<file path="config.mk">
export PLATFORM = sky130hd
export DESIGN_NAME = scanline_paced_audio_player
export DESIGN_NICKNAME = d
export VERILOG_FILES = /design/src/hw/rtl/spap_pkg.sv /design/src/hw/rtl/scanline_paced_audio_player.sv /design/src/hw/rtl/spap_front.sv /design/src/hw/rtl/spap_queue.sv /design/src/hw/rtl/spap_back.sv
export SDC_FILE = /design/constraint.sdc
export NUM_CORES = 2
export LEC_CHECK = 0
export BUFFER_PORTS_ARGS = -buffer_cell sky130_fd_sc_hd__buf_2
export CORE_ASPECT_RATIO = 0.75
export CORE_MARGIN = 1
export CORE_UTILIZATION = 55
export DETAILED_ROUTE_END_ITERATION = 10
export PLACE_DENSITY = 0.75
export SYNTH_ARGS = -nofsm -noshare
export SYNTH_HDL_FRONTEND = slang
export SYNTH_SLANG_ARGS = --single-unit
</file>
<file path="constraint.sdc">
create_clock -name clk_i -period 22.1 [get_ports clk_i]
set_input_delay 2.21 -clock clk_i [delete_from_list [all_inputs] [get_ports clk_i]]
set_output_delay 2.21 -clock clk_i [all_outputs]
set_load 0.01 [all_outputs]
</file>
<file path="src/hw/rtl/spap_pkg.sv">
// ----------------------------------------------------------------------------
// spap_pkg
// Shared types and constants of the scanline paced audio player.
// ----------------------------------------------------------------------------
`default_nettype none

package spap_pkg;

  localparam int FRAME_SAMPLES_DEF = 370;
  localparam int ADDR_W_MAX        = 10;
  localparam int LOAD_IDX_W        = 9;
  localparam int SAMPLE_W          = 8;
  localparam int VOLUME_W          = 3;
  localparam int ACC_W             = 21;
  localparam int THR_W             = 20;
  localparam int CFG_IDX_W         = 2;
  localparam int CFG_DATA_W        = 20;
  localparam int PROD_W            = 11;
  localparam int MAG_W             = 10;
  localparam int MUL_W             = 22;
  localparam int QUEUE_DEPTH       = 4;

  localparam logic [ACC_W-1:0]    FP_ONE          = 21'h10000;
  localparam logic [SAMPLE_W-1:0] MIDPOINT        = 8'h80;
  localparam logic [VOLUME_W-1:0] VOLUME_RESET    = 3'd7;
  localparam logic [THR_W-1:0]    THRESHOLD_RESET = 20'd92990;

  // reciprocal of seven, exact for magnitudes up to 896
  localparam logic [MUL_W-1:0] RECIP7       = 22'd2341;
  localparam int               RECIP7_SHIFT = 14;

  localparam logic REQ_LOAD = 1'b0;
  localparam logic REQ_TICK = 1'b1;

  localparam logic [CFG_IDX_W-1:0] REG_VOLUME    = 2'd0;
  localparam logic [CFG_IDX_W-1:0] REG_SOUND_EN  = 2'd1;
  localparam logic [CFG_IDX_W-1:0] REG_THRESHOLD = 2'd2;

  typedef enum logic [0:0] {
    CMD_LOAD = 1'b0,
    CMD_PLAY = 1'b1
  } cmd_e;

  typedef struct packed {
    cmd_e                    cmd;
    logic [ADDR_W_MAX-1:0]   addr;
    logic signed [PROD_W-1:0] prod;
  } cmd_t;

endpackage

`default_nettype wire

</file>
<file path="src/hw/rtl/scanline_paced_audio_player.sv">
// ----------------------------------------------------------------------------
// scanline_paced_audio_player
// Frame of audio samples played out at a pace set by scanline ticks through
// a 5.16 phase accumulator.
// ----------------------------------------------------------------------------
//  channel  handshake               payload
//  in       in_valid_i/in_stall_o   req_type_i, load_index_i, raw_sample_i
//  out      out_valid_o/out_stall_i level_o
//  cfg      cfg_valid_i/cfg_ready_o cfg_index_i, cfg_data_i
//
//  one item per cycle while in_stall_o is low; a crossing tick is queued, then read into level_o, raising out_valid_o
//  after reset a clearing pass that writes zero to every frame store entry holds in_stall_o
//  the frame store has one write and one read port, one command each cycle unless the output stalls a play
//  a stalled output holds the first play command in the queue, loads behind wait
//  in_stall_o rises once the 4-entry queue is full
//  cfg_ready_o is always high
// ----------------------------------------------------------------------------
`default_nettype none

module scanline_paced_audio_player #(
  parameter int FRAME_SAMPLES = spap_pkg::FRAME_SAMPLES_DEF
) (
  input  wire logic                             clk_i,
  input  wire logic                             rst_ni,
  input  wire logic                             in_valid_i,
  output logic                                  in_stall_o,
  input  wire logic                             req_type_i,
  input  wire logic [spap_pkg::LOAD_IDX_W-1:0]  load_index_i,
  input  wire logic [spap_pkg::SAMPLE_W-1:0]    raw_sample_i,
  output logic                                  out_valid_o,
  input  wire logic                             out_stall_i,
  output logic [spap_pkg::SAMPLE_W-1:0]         level_o,
  input  wire logic                             cfg_valid_i,
  output logic                                  cfg_ready_o,
  input  wire logic [spap_pkg::CFG_IDX_W-1:0]   cfg_index_i,
  input  wire logic [spap_pkg::CFG_DATA_W-1:0]  cfg_data_i
);
  import spap_pkg::*;

  logic init_busy;
  logic q_full, q_push, q_empty, q_pop;
  cmd_t q_cmd, q_head;

  assign cfg_ready_o = 1'b1;

  spap_front #(
    .FRAME_SAMPLES(FRAME_SAMPLES)
  ) u_front (
    .clk_i       (clk_i),
    .rst_ni      (rst_ni),
    .in_valid_i  (in_valid_i),
    .in_stall_o  (in_stall_o),
    .req_type_i  (req_type_i),
    .load_index_i(load_index_i),
    .raw_sample_i(raw_sample_i),
    .cfg_valid_i (cfg_valid_i),
    .cfg_index_i (cfg_index_i),
    .cfg_data_i  (cfg_data_i),
    .init_busy_i (init_busy),
    .q_full_i    (q_full),
    .q_push_o    (q_push),
    .q_cmd_o     (q_cmd)
  );

  spap_queue u_queue (
    .clk_i  (clk_i),
    .rst_ni (rst_ni),
    .push_i (q_push),
    .cmd_i  (q_cmd),
    .full_o (q_full),
    .pop_i  (q_pop),
    .empty_o(q_empty),
    .head_o (q_head)
  );

  spap_back #(
    .FRAME_SAMPLES(FRAME_SAMPLES)
  ) u_back (
    .clk_i      (clk_i),
    .rst_ni     (rst_ni),
    .init_busy_o(init_busy),
    .q_empty_i  (q_empty),
    .q_head_i   (q_head),
    .q_pop_o    (q_pop),
    .out_valid_o(out_valid_o),
    .out_stall_i(out_stall_i),
    .level_o    (level_o)
  );

endmodule

`default_nettype wire

</file>
<file path="src/hw/rtl/spap_front.sv">
// ----------------------------------------------------------------------------
// spap_front
// Accepts items, holds the settings and the phase accumulator, and issues
// load and play commands to the queue.
// ----------------------------------------------------------------------------
`default_nettype none

module spap_front #(
  parameter int FRAME_SAMPLES = spap_pkg::FRAME_SAMPLES_DEF
) (
  input  wire logic                             clk_i,
  input  wire logic                             rst_ni,
  input  wire logic                             in_valid_i,
  output logic                                  in_stall_o,
  input  wire logic                             req_type_i,
  input  wire logic [spap_pkg::LOAD_IDX_W-1:0]  load_index_i,
  input  wire logic [spap_pkg::SAMPLE_W-1:0]    raw_sample_i,
  input  wire logic                             cfg_valid_i,
  input  wire logic [spap_pkg::CFG_IDX_W-1:0]   cfg_index_i,
  input  wire logic [spap_pkg::CFG_DATA_W-1:0]  cfg_data_i,
  input  wire logic                             init_busy_i,
  input  wire logic                             q_full_i,
  output logic                                  q_push_o,
  output spap_pkg::cmd_t                        q_cmd_o
);
  import spap_pkg::*;

  logic [VOLUME_W-1:0] volume_q;
  logic                sound_en_q;
  logic [THR_W-1:0]    thr_q;
  logic [ACC_W-1:0]    acc_q, acc_d;
  logic [ACC_W-1:0]    acc_sum;
  logic                hit;
  logic                accept;
  logic                in_range;
  logic signed [8:0]   centered;
  logic signed [3:0]   vol_s;
  logic signed [12:0]  prod_full;

  always_ff @(posedge clk_i or negedge rst_ni) begin
    if (!rst_ni) begin
      volume_q   <= VOLUME_RESET;
      sound_en_q <= 1'b1;
      thr_q      <= THRESHOLD_RESET;
    end else if (cfg_valid_i) begin
      case (cfg_index_i)
        REG_VOLUME:    volume_q   <= cfg_data_i[VOLUME_W-1:0];
        REG_SOUND_EN:  sound_en_q <= cfg_data_i[0];
        REG_THRESHOLD: thr_q      <= cfg_data_i[THR_W-1:0];
        default: ;
      endcase
    end
  end

  assign in_stall_o = init_busy_i | q_full_i;
  assign accept     = in_valid_i & ~in_stall_o;

  assign acc_sum  = acc_q + FP_ONE;
  assign hit      = acc_sum >= {1'b0, thr_q};
  assign in_range = 11'(load_index_i) < 11'(FRAME_SAMPLES);

  always_comb begin
    acc_d = acc_q;
    if (accept && req_type_i == REQ_TICK) begin
      acc_d = hit ? (acc_sum - {1'b0, thr_q}) : acc_sum;
    end
  end

  always_ff @(posedge clk_i or negedge rst_ni) begin
    if (!rst_ni) begin
      acc_q <= '0;
    end else begin
      acc_q <= acc_d;
    end
  end

  // silence and full volume both fall out of the same scaling
  assign centered  = $signed({1'b0, raw_sample_i}) - 9'sd128;
  assign vol_s     = sound_en_q ? $signed({1'b0, volume_q}) : 4'sd0;
  assign prod_full = centered * vol_s;

  assign q_push_o = accept & ((req_type_i == REQ_LOAD) ? in_range : hit);

  always_comb begin
    q_cmd_o.cmd  = (req_type_i == REQ_TICK) ? CMD_PLAY : CMD_LOAD;
    q_cmd_o.addr = ADDR_W_MAX'(load_index_i);
    q_cmd_o.prod = prod_full[PROD_W-1:0];
  end

endmodule

`default_nettype wire

</file>
<file path="src/hw/rtl/spap_queue.sv">
// ----------------------------------------------------------------------------
// spap_queue
// Short command queue between the front and the back.
// ----------------------------------------------------------------------------
`default_nettype none

module spap_queue (
  input  wire logic           clk_i,
  input  wire logic           rst_ni,
  input  wire logic           push_i,
  input  spap_pkg::cmd_t      cmd_i,
  output logic                full_o,
  input  wire logic           pop_i,
  output logic                empty_o,
  output spap_pkg::cmd_t      head_o
);
  import spap_pkg::*;

  localparam int PTR_W = $clog2(QUEUE_DEPTH);
  localparam int CNT_W = $clog2(QUEUE_DEPTH + 1);

  cmd_t             entry_q [QUEUE_DEPTH];
  logic [PTR_W-1:0] wr_ptr_q, rd_ptr_q;
  logic [CNT_W-1:0] count_q, count_d;

  assign full_o  = count_q == CNT_W'(QUEUE_DEPTH);
  assign empty_o = count_q == '0;
  assign head_o  = entry_q[rd_ptr_q];

  always_comb begin
    count_d = count_q;
    if (push_i && !pop_i) begin
      count_d = count_q + 1'b1;
    end else if (pop_i && !push_i) begin
      count_d = count_q - 1'b1;
    end
  end

  always_ff @(posedge clk_i or negedge rst_ni) begin
    if (!rst_ni) begin
      wr_ptr_q <= '0;
      rd_ptr_q <= '0;
      count_q  <= '0;
    end else begin
      if (push_i) begin
        wr_ptr_q <= wr_ptr_q + 1'b1;
      end
      if (pop_i) begin
        rd_ptr_q <= rd_ptr_q + 1'b1;
      end
      count_q <= count_d;
    end
  end

  always_ff @(posedge clk_i) begin
    if (push_i) begin
      entry_q[wr_ptr_q] <= cmd_i;
    end
  end

`ifndef SYNTH
  a_no_overflow: assert property (@(posedge clk_i) disable iff (!rst_ni)
    full_o |-> !push_i)
    else $error("queue push while full");

  a_no_underflow: assert property (@(posedge clk_i) disable iff (!rst_ni)
    empty_o |-> !pop_i)
    else $error("queue pop while empty");

  a_count_bounded: assert property (@(posedge clk_i) disable iff (!rst_ni)
    count_q <= CNT_W'(QUEUE_DEPTH))
    else $error("queue count beyond depth");
`endif

endmodule

`default_nettype wire

</file>
<file path="src/hw/rtl/spap_back.sv">
// ----------------------------------------------------------------------------
// spap_back
// Frame store, clearing pass, sample scaling on write and playback read
// into the output register.
// ----------------------------------------------------------------------------
`default_nettype none

module spap_back #(
  parameter int FRAME_SAMPLES = spap_pkg::FRAME_SAMPLES_DEF
) (
  input  wire logic                          clk_i,
  input  wire logic                          rst_ni,
  output logic                               init_busy_o,
  input  wire logic                          q_empty_i,
  input  spap_pkg::cmd_t                     q_head_i,
  output logic                               q_pop_o,
  output logic                               out_valid_o,
  input  wire logic                          out_stall_i,
  output logic [spap_pkg::SAMPLE_W-1:0]      level_o
);
  import spap_pkg::*;

  localparam int                AW   = (FRAME_SAMPLES > 1) ? $clog2(FRAME_SAMPLES) : 1;
  localparam logic [AW-1:0]     LAST = AW'(FRAME_SAMPLES - 1);

  logic [SAMPLE_W-1:0] mem [FRAME_SAMPLES];
  logic [SAMPLE_W-1:0] rdata_q;
  logic                pend_q, pend_d;
  logic [AW-1:0]       play_q;
  logic [AW-1:0]       clr_q;
  logic                init_busy_q;
  logic                can_play;
  logic                re;
  logic                we;
  logic [AW-1:0]       waddr;
  logic [SAMPLE_W-1:0] wdata;
  logic                neg;
  logic [PROD_W-1:0]   mag_w;
  logic [MUL_W-1:0]    mul;
  logic [SAMPLE_W-1:0] quot;
  logic [SAMPLE_W-1:0] scaled;

  assign init_busy_o = init_busy_q;

  assign can_play = ~pend_q | ~out_stall_i;
  assign q_pop_o  = ~init_busy_q & ~q_empty_i &
                    ((q_head_i.cmd == CMD_LOAD) | can_play);
  assign re       = q_pop_o & (q_head_i.cmd == CMD_PLAY);

  // truncating divide by seven of the scaled, centered sample
  assign neg    = q_head_i.prod[PROD_W-1];
  assign mag_w  = neg ? PROD_W'(-q_head_i.prod) : PROD_W'(q_head_i.prod);
  assign mul    = MUL_W'(mag_w[MAG_W-1:0]) * RECIP7;
  assign quot   = mul[RECIP7_SHIFT +: SAMPLE_W];
  assign scaled = MIDPOINT + (neg ? SAMPLE_W'(-quot) : quot);

  always_comb begin
    if (init_busy_q) begin
      we    = 1'b1;
      waddr = clr_q;
      wdata = '0;
    end else begin
      we    = q_pop_o & (q_head_i.cmd == CMD_LOAD);
      waddr = AW'(q_head_i.addr);
      wdata = scaled;
    end
  end

  always_ff @(posedge clk_i) begin
    if (we) begin
      mem[waddr] <= wdata;
    end
    if (re) begin
      rdata_q <= mem[play_q];
    end
  end

  always_comb begin
    pend_d = pend_q;
    if (re) begin
      pend_d = 1'b1;
    end else if (!out_stall_i) begin
      pend_d = 1'b0;
    end
  end

  always_ff @(posedge clk_i or negedge rst_ni) begin
    if (!rst_ni) begin
      init_busy_q <= 1'b1;
      clr_q       <= '0;
      play_q      <= '0;
      pend_q      <= 1'b0;
    end else begin
      if (init_busy_q) begin
        clr_q <= clr_q + 1'b1;
        if (clr_q == LAST) begin
          init_busy_q <= 1'b0;
        end
      end
      if (re) begin
        play_q <= (play_q == LAST) ? '0 : play_q + 1'b1;
      end
      pend_q <= pend_d;
    end
  end

  assign out_valid_o = pend_q;
  assign level_o     = rdata_q;

`ifndef SYNTH
  a_play_in_range: assert property (@(posedge clk_i) disable iff (!rst_ni)
    32'(play_q) < FRAME_SAMPLES)
    else $error("play index beyond frame");

  a_quiet_during_clear: assert property (@(posedge clk_i) disable iff (!rst_ni)
    init_busy_q |-> !pend_q && !q_pop_o)
    else $error("activity during clearing pass");

  a_read_shows: assert property (@(posedge clk_i) disable iff (!rst_ni)
    re |=> pend_q)
    else $error("play read lost");
`endif

endmodule

`default_nettype wire
</file>
# [Yosys cells after proc, flatten, opt, wreduce, memory -nomap -nowiden]
# Memories as Yosys holds them, arrays and structs flattened. A register that Yosys moved wholly into a read port is not among the register bits.
# Index checks and enable logic that the tools add are counted.
[word_totals] ff_bits=72 mem_bits_rw=3044 elab_cells=81 n_memories=2
[classes] n_addsub=12 mul=2 n_lt_le_gt_ge=2 n_eq_ne=6 n_mux=20 bitwise_logic=15 reduce_logical=11
[memory_table] memory="u_back.mem" depth=370 width=8 read_ports=1 rd_ports_with_merged_regs=1 wr=1 line_no="spap_back.sv:26" rtl="logic [SAMPLE_W-1:0] mem [FRAME_SAMPLES];"
[memory_table] memory="u_queue.entry_q" depth=4 width=21 read_ports=1 rd_ports_with_merged_regs=0 wr=1 line_no="spap_queue.sv:22" rtl="cmd_t entry_q [QUEUE_DEPTH];"
[ops] op="$mul 10x12->22 const B" count=1
[ops] op="$add 21x17->21 const B" count=1
[ops] op="$ge 21x20->1" count=1
[ops] op="$mux 21" count=1
[ops] op="$sub 21x20->21" count=1
[ops] op="$add 9x1->9 const B" count=2
[ops] op="$eq 9x9->1 const B" count=2
[ops] op="$mux 9" count=2
[ops] op="$mux 8" count=2
[ops] op="$mul 9x4->11" count=1
[ops] op="$mux 1" count=11
[ops] op="$mux 10" count=1
[ops] op="$neg 10->10" count=1
[ops] op="$lt 9x9->1 const B" count=1
[ops] op="$mux 3" count=3
[ops] op="$sub 8x8->9 const B" count=1
[ops] op="$add 8x8->8 const A" count=1
[ops] op="$neg 8->8" count=1
[ops] op="$and 1x1->1" count=6
[ops] op="$not 1->1" count=6
[ops] op="$reduce_and 2->1" count=3
[ops] op="$add 2x1->2 const B" count=2
[ops] op="$add 3x1->3 const B" count=1
[ops] op="$eq 3x3->1 const B" count=1
[ops] op="10 further kinds" count=15

# [Depth between registers and ports, before layout]
[depth] ltp_word=9 mapped_depth=28 ltp_nobuf=26

# [Cells and area by module]
# A second synthesis with hierarchy kept.
[unflattened] hier_cells=5676 hier_area_um2=124707.1
[modules_own_cells] mod="spap_back" n_inst=1 cells_per_inst=5108 area_per_inst_um2=117303.8 seq_area_each_um2=89627.2
[modules_own_cells] mod="spap_front" n_inst=1 cells_per_inst=417 area_per_inst_um2=3787.4 seq_area_each_um2=1144.8
[modules_own_cells] mod="spap_queue" n_inst=1 cells_per_inst=149 area_per_inst_um2=3604.7 seq_area_each_um2=2817.7
[modules_own_cells] mod="scanline_paced_audio_player" n_inst=1 cells_per_inst=2 area_per_inst_um2=11.3 seq_area_each_um2=0.0

# [Worst setup path after synthesis]
# No wires, ideal clock.
[synth_path] path_kind="register -> register" start="register u_queue.rd_ptr_q[1]" end="memory u_back.mem[0][7], data pin" setup_ns=3.110 t_arrival_ns=20.936 t_required_ns=18.990 slack_ns=-1.946 stages_incl_launch_ff=26 n_path_buf=3 synth_period_minus_slack_ns=24.046 cell_sequence="dfrtp_1 -> clkbuf_1 -> clkbuf_1 -> buf_1 -> mux4_2 -> nor3_1 -> nand2_1 -> o31ai_1 -> xnor2_1 -> ha_1 -> fa_1 -> inv_1 -> fa_1 -> inv_1 -> ha_1 -> fa_1 -> ha_1 -> and3_1 -> and3_1 -> o211ai_2 -> nand3_4 -> o2111ai_2 -> a211oi_1 -> nor4b_1 -> a21oi_1 -> nor3b_1"
[synth_between] elab_chain_len=8
[synth_rtl] element="start: declaration" line_no="spap_queue.sv:23" rtl="logic [PTR_W-1:0] wr_ptr_q, rd_ptr_q;"
[synth_rtl] element="start signal: assignment" line_no="spap_queue.sv:49" rtl="rd_ptr_q <= rd_ptr_q + 1'b1;"
[synth_rtl] element="$mem_v2 4x21 *"
[synth_rtl] element="$neg 10->10" line_no="spap_back.sv:52" rtl="assign mag_w = neg ? PROD_W'(-q_head_i.prod) : PROD_W'(q_head_i.prod);"
[synth_rtl] element="$mux 10" line_no="spap_back.sv:52"
[synth_rtl] element="$mul 10x12->22" line_no="spap_back.sv:53" rtl="assign mul = MUL_W'(mag_w[MAG_W-1:0]) * RECIP7;"
[synth_rtl] element="$neg 8->8" line_no="spap_back.sv:55" rtl="assign scaled = MIDPOINT + (neg ? SAMPLE_W'(-quot) : quot);"
[synth_rtl] element="$mux 8 *" line_no="spap_back.sv:55"
[synth_rtl] element="$add 8x8->8 *" line_no="spap_back.sv:55"
[synth_rtl] element="$mux 8 *" line_no="spap_back.sv:58" rtl="if (init_busy_q) begin"
[synth_rtl] element="via u_back.wdata[7]" line_no="spap_back.sv:36" rtl="logic [SAMPLE_W-1:0] wdata;"
[synth_rtl] element="end: declaration" line_no="spap_back.sv:26"
# Mark *: on every way through the listed nets, which the timed path passes. The rest lies on a longest branch.

# [Worst setup path after layout]
[layout_path] start="register u_queue.rd_ptr_q[0]" end="memory u_back.mem[300][5], data pin"
# Same word-level chain as after synthesis.

==> results.yml <==
outcome:
  run_status: "finished, final reports clean"
route:
  wire_per_inst_microns: 31.9
  viasPerCell: 6.63
  initialDrtViolationCount: 8532
  drc: 0
  drt_pre_antenna_iters: 5
  vias: 59500
  routed_wirelength_microns: 287000
  drt.antenna.violating_nets: 0
sta:
  clock_skew_ns: 0.0509
  hold_ws_ns: 0.487
  slew_headroom: 0.0574
  post-route-period-util: 0.467
  finalSetupViolCount: 0
  tightest_slew_ns: 1.41
  fin_crit_ns: 10.33
  finalMaxSlewViolations: 0
  rsz0062_at_grt: "no"
  finalHoldViolations: 0
  fmax_mhz: 96.8
  setup_tns_ns: 0
floorplanning:
  die_area_sq_um: 228000
  rows: 150
  initial_core_util: 0.556
  pin_count: 56
  core_area_sq_um: 224000
  die_w_microns: 551
  die_h_microns: 414
synthesis:
  synth_compound_area_frac: 0.0134
  syn-num-nets: 5846
  synthAdderAreaFrac: 0.0147
  yosysSeqAreaShare: 0.751
  async_reset_ff_frac: 0.0230
  synth_mux_area_frac: 0.179
  synth_ff_type: "edfxtp_1"
  synthSimpleGateAreaFrac: 0.0231
  yosysWarnings: 0
  synth_cell_types: 69
  synth_edf_count: 3052
  synth_top_family_by_area: "multiplexers"
  synthCells: 5668
  ys_seq_elements: 3124
  synthXorXnorAreaFrac: 0.00430
  syn-cell-area_sq_um: 124000
  avgSynthCellArea_sq_um: 21.9
clock_tree:
  cts.reportedPaths.clkPinSlew_ns: 0.06
  root_buffer: "clkbuf_16"
  clock_latency_ns: 0.86
  cts-hold-fix-buffers: 0
  cts_tree: "yes"
  cts_made_buffers: 291
  clockBufferDepth: 4
  post_cts_buffers: 0
  htree_levels: 5
  cts.sinks: 3124
  post_cts_resized: 0
worst_setup_path:
  r2r_start: "u_queue.rd_ptr_q[0]"
  crit_required_ns: 22.59
  r2r-end: "u_back.mem[300][5]"
  critPathSlowestCell: "nor2_4"
  path_max_fanout: 85
  worst-path-buf-inv: 6
  startpoint_type: "register"
  critPathCaptureType: "register"
  critPathTopFamily: "buffers and inverters"
  critPathArrivalTime_ns: 10.81
  critical_path.max_stage_delay_ns: 0.98
  cpMostUsedCell: "buf_4"
  crit_type: "reg -> reg"
  r2r_setup_slack_ns: 11.77
  r2r_cells: 26
cells_and_area:
  final_common_cell: "edfxtp_1"
  final_net_count: 5972
  fill_cells: 14800
  final_cell_mix: "3052 x edfxtp_1, 955 x mux4_2, 413 x nor2_1"
  drive_above_1_share: 0.265
  syn_to_final_growth_pct: 10.1
min_path:
  min_path_type: "reg -> reg"
  hp-start: "u_front.acc_q[0]"
  hold_end: "u_front.acc_q[0]"
  whs_path_depth: 2
global_routing:
  grt_use_met3: 0.0716
  grt_max_degree: 274
  grt_pass1_vias: 59100
  gr-total-overflow: 0
  grtUsageMet1: 0.382
  antenna_found_initial: 9
  track_usage: 0.255
  busiest_layer: "met1"
  met2_usage: 0.371
  grt_pass1_wl_microns: 417000
placement:
  io_buffer_count: 54
  routabilityCongestion: 0.840
  dp_hpwl_microns: 166000
flow_run:
  drv_cap: 0
area by class of cell:
cell class,count,area (sq um),share of cell area
Inverter,104,390,0.00285
Clock buffer,374,7860,0.0574
Timing Repair Buffer,147,1080,0.00792
Tap cell,2964,3710,0.0271
Multi-Input combinational cell,2126,29300,0.214
Sequential cell,3124,93500,0.683
Clock inverter,135,1080,0.00787
Antenna cell,3,7.51,0.0000548
routing by layer:
layer	wire, microns	up-vias
met5	37	-
met4	8320	6
met3	33800	491
met2	130000	3546
met1	115000	31600
li1	-	23900
flip-flops by register name, summed over array words and instances (netlist names):
register            count
u_back.clr_q            9
u_back.init_busy_o      1
u_back.level_o          8
u_back.mem           2960
u_back.out_valid_o      1
u_back.play_q           9
u_front.acc_q          21
u_front.sound_en_q      1
u_front.thr_q          20
u_front.volume_q        3
u_queue.count_q         3
u_queue.entry_q        84
u_queue.rd_ptr_q        2
u_queue.wr_ptr_q        2
worst max-delay path by stage:
stage	from	endpoint	slack, ns	depth (start not counted)
after global placement	u_queue.rd_ptr_q[0]	u_back.mem[302][5]	12.21	26
after CTS	u_queue.rd_ptr_q[0]	u_back.mem[300][5]	11.74	26
after detailed placement	u_queue.rd_ptr_q[0]	u_back.mem[302][5]	11.81	26
after global routing	u_queue.rd_ptr_q[0]	u_back.mem[301][5]	11.01	26
final	u_queue.rd_ptr_q[0]	u_back.mem[300][5]	11.77	26
after floorplan	u_queue.rd_ptr_q[1]	u_back.mem[0][6]	2.97	27
cell usage after synthesis, types with 9 or more instances:
master	instances	area, sq um
buf_1	40	150
a22oi_1	17	128
mux4_2	955	21500
a21o_1	18	135
mux2_2	43	484
buf_6	11	124
dfrtp_1	56	1400
nor3_1	21	105
xor2_1	23	201
a221oi_1	24	210
a22o_1	24	210
nand2_1	105	394
clkbuf_1	186	698
and3_1	24	150
a21oi_1	40	200
mux2i_1	24	240
nand4_1	9	56.3
o22ai_1	9	56.3
nand2b_1	15	93.8
buf_2	68	340
nor2_1	424	1590
fa_1	22	440
inv_1	104	390
dfstp_2	16	420
nand3_1	24	120
edfxtp_1	3052	91600
xnor2_1	38	333
buf_4	9	67.6
ha_1	111	1390
o21ai_0	48	240
worst register-to-register path: stages, from the launching register on:
cell	delay [ns]
dfrtp_1	0.45
buf_4	0.41
mux4_2	0.61
nor3_1	0.23
nand2_1	0.10
o31ai_1	0.29
xnor2_1	0.18
ha_1	0.23
fa_1	0.53
inv_1	0.05
fa_1	0.50
inv_1	0.04
ha_1	0.19
fa_1	0.43
ha_1	0.33
a211oi_1	0.31
o211ai_1	0.21
nor4_1	0.27
nor3_1	0.09
nand3_1	0.16
nor3b_1	0.53
a21oi_1	0.16
xnor2_1	0.22
nor2_4	0.98
buf_4	0.76
buf_4	0.80
buf_4	0.81
per-stage QoR:
stage | cells | util | cell area [sq um] | setup slack (ns)
4_1_cts | 8974 | 0.612 | 137000 | 11.74
6_report | 8977 | 0.612 | 137000 | 11.77
3_3_place_gp | 8465 | 0.572 | 128000 | 12.21
5_1_grt | 8975 | 0.612 | 137000 | 11.01
3_5_place_dp | 8465 | 0.572 | 128000 | 11.81
2_1_floorplan | 5668 | - | 124000 | 2.97
logic make-up (layout without fill, tap and decap cells):
family                   count (synthesis)  after routing
AO/OA/AOI/OAI                          240            240
XOR/XNOR                                61             61
adder cells (fa/ha/maj)                133            133
buffers and inverters                  418            760
flip-flops                            3124           3124
multiplexers                          1022           1022
other                                    1              4
AND/OR/NAND/NOR                        669            669
Power is not shown: default switching activity piles up to over one toggle a cycle in this logic, so the estimate is an artifact.
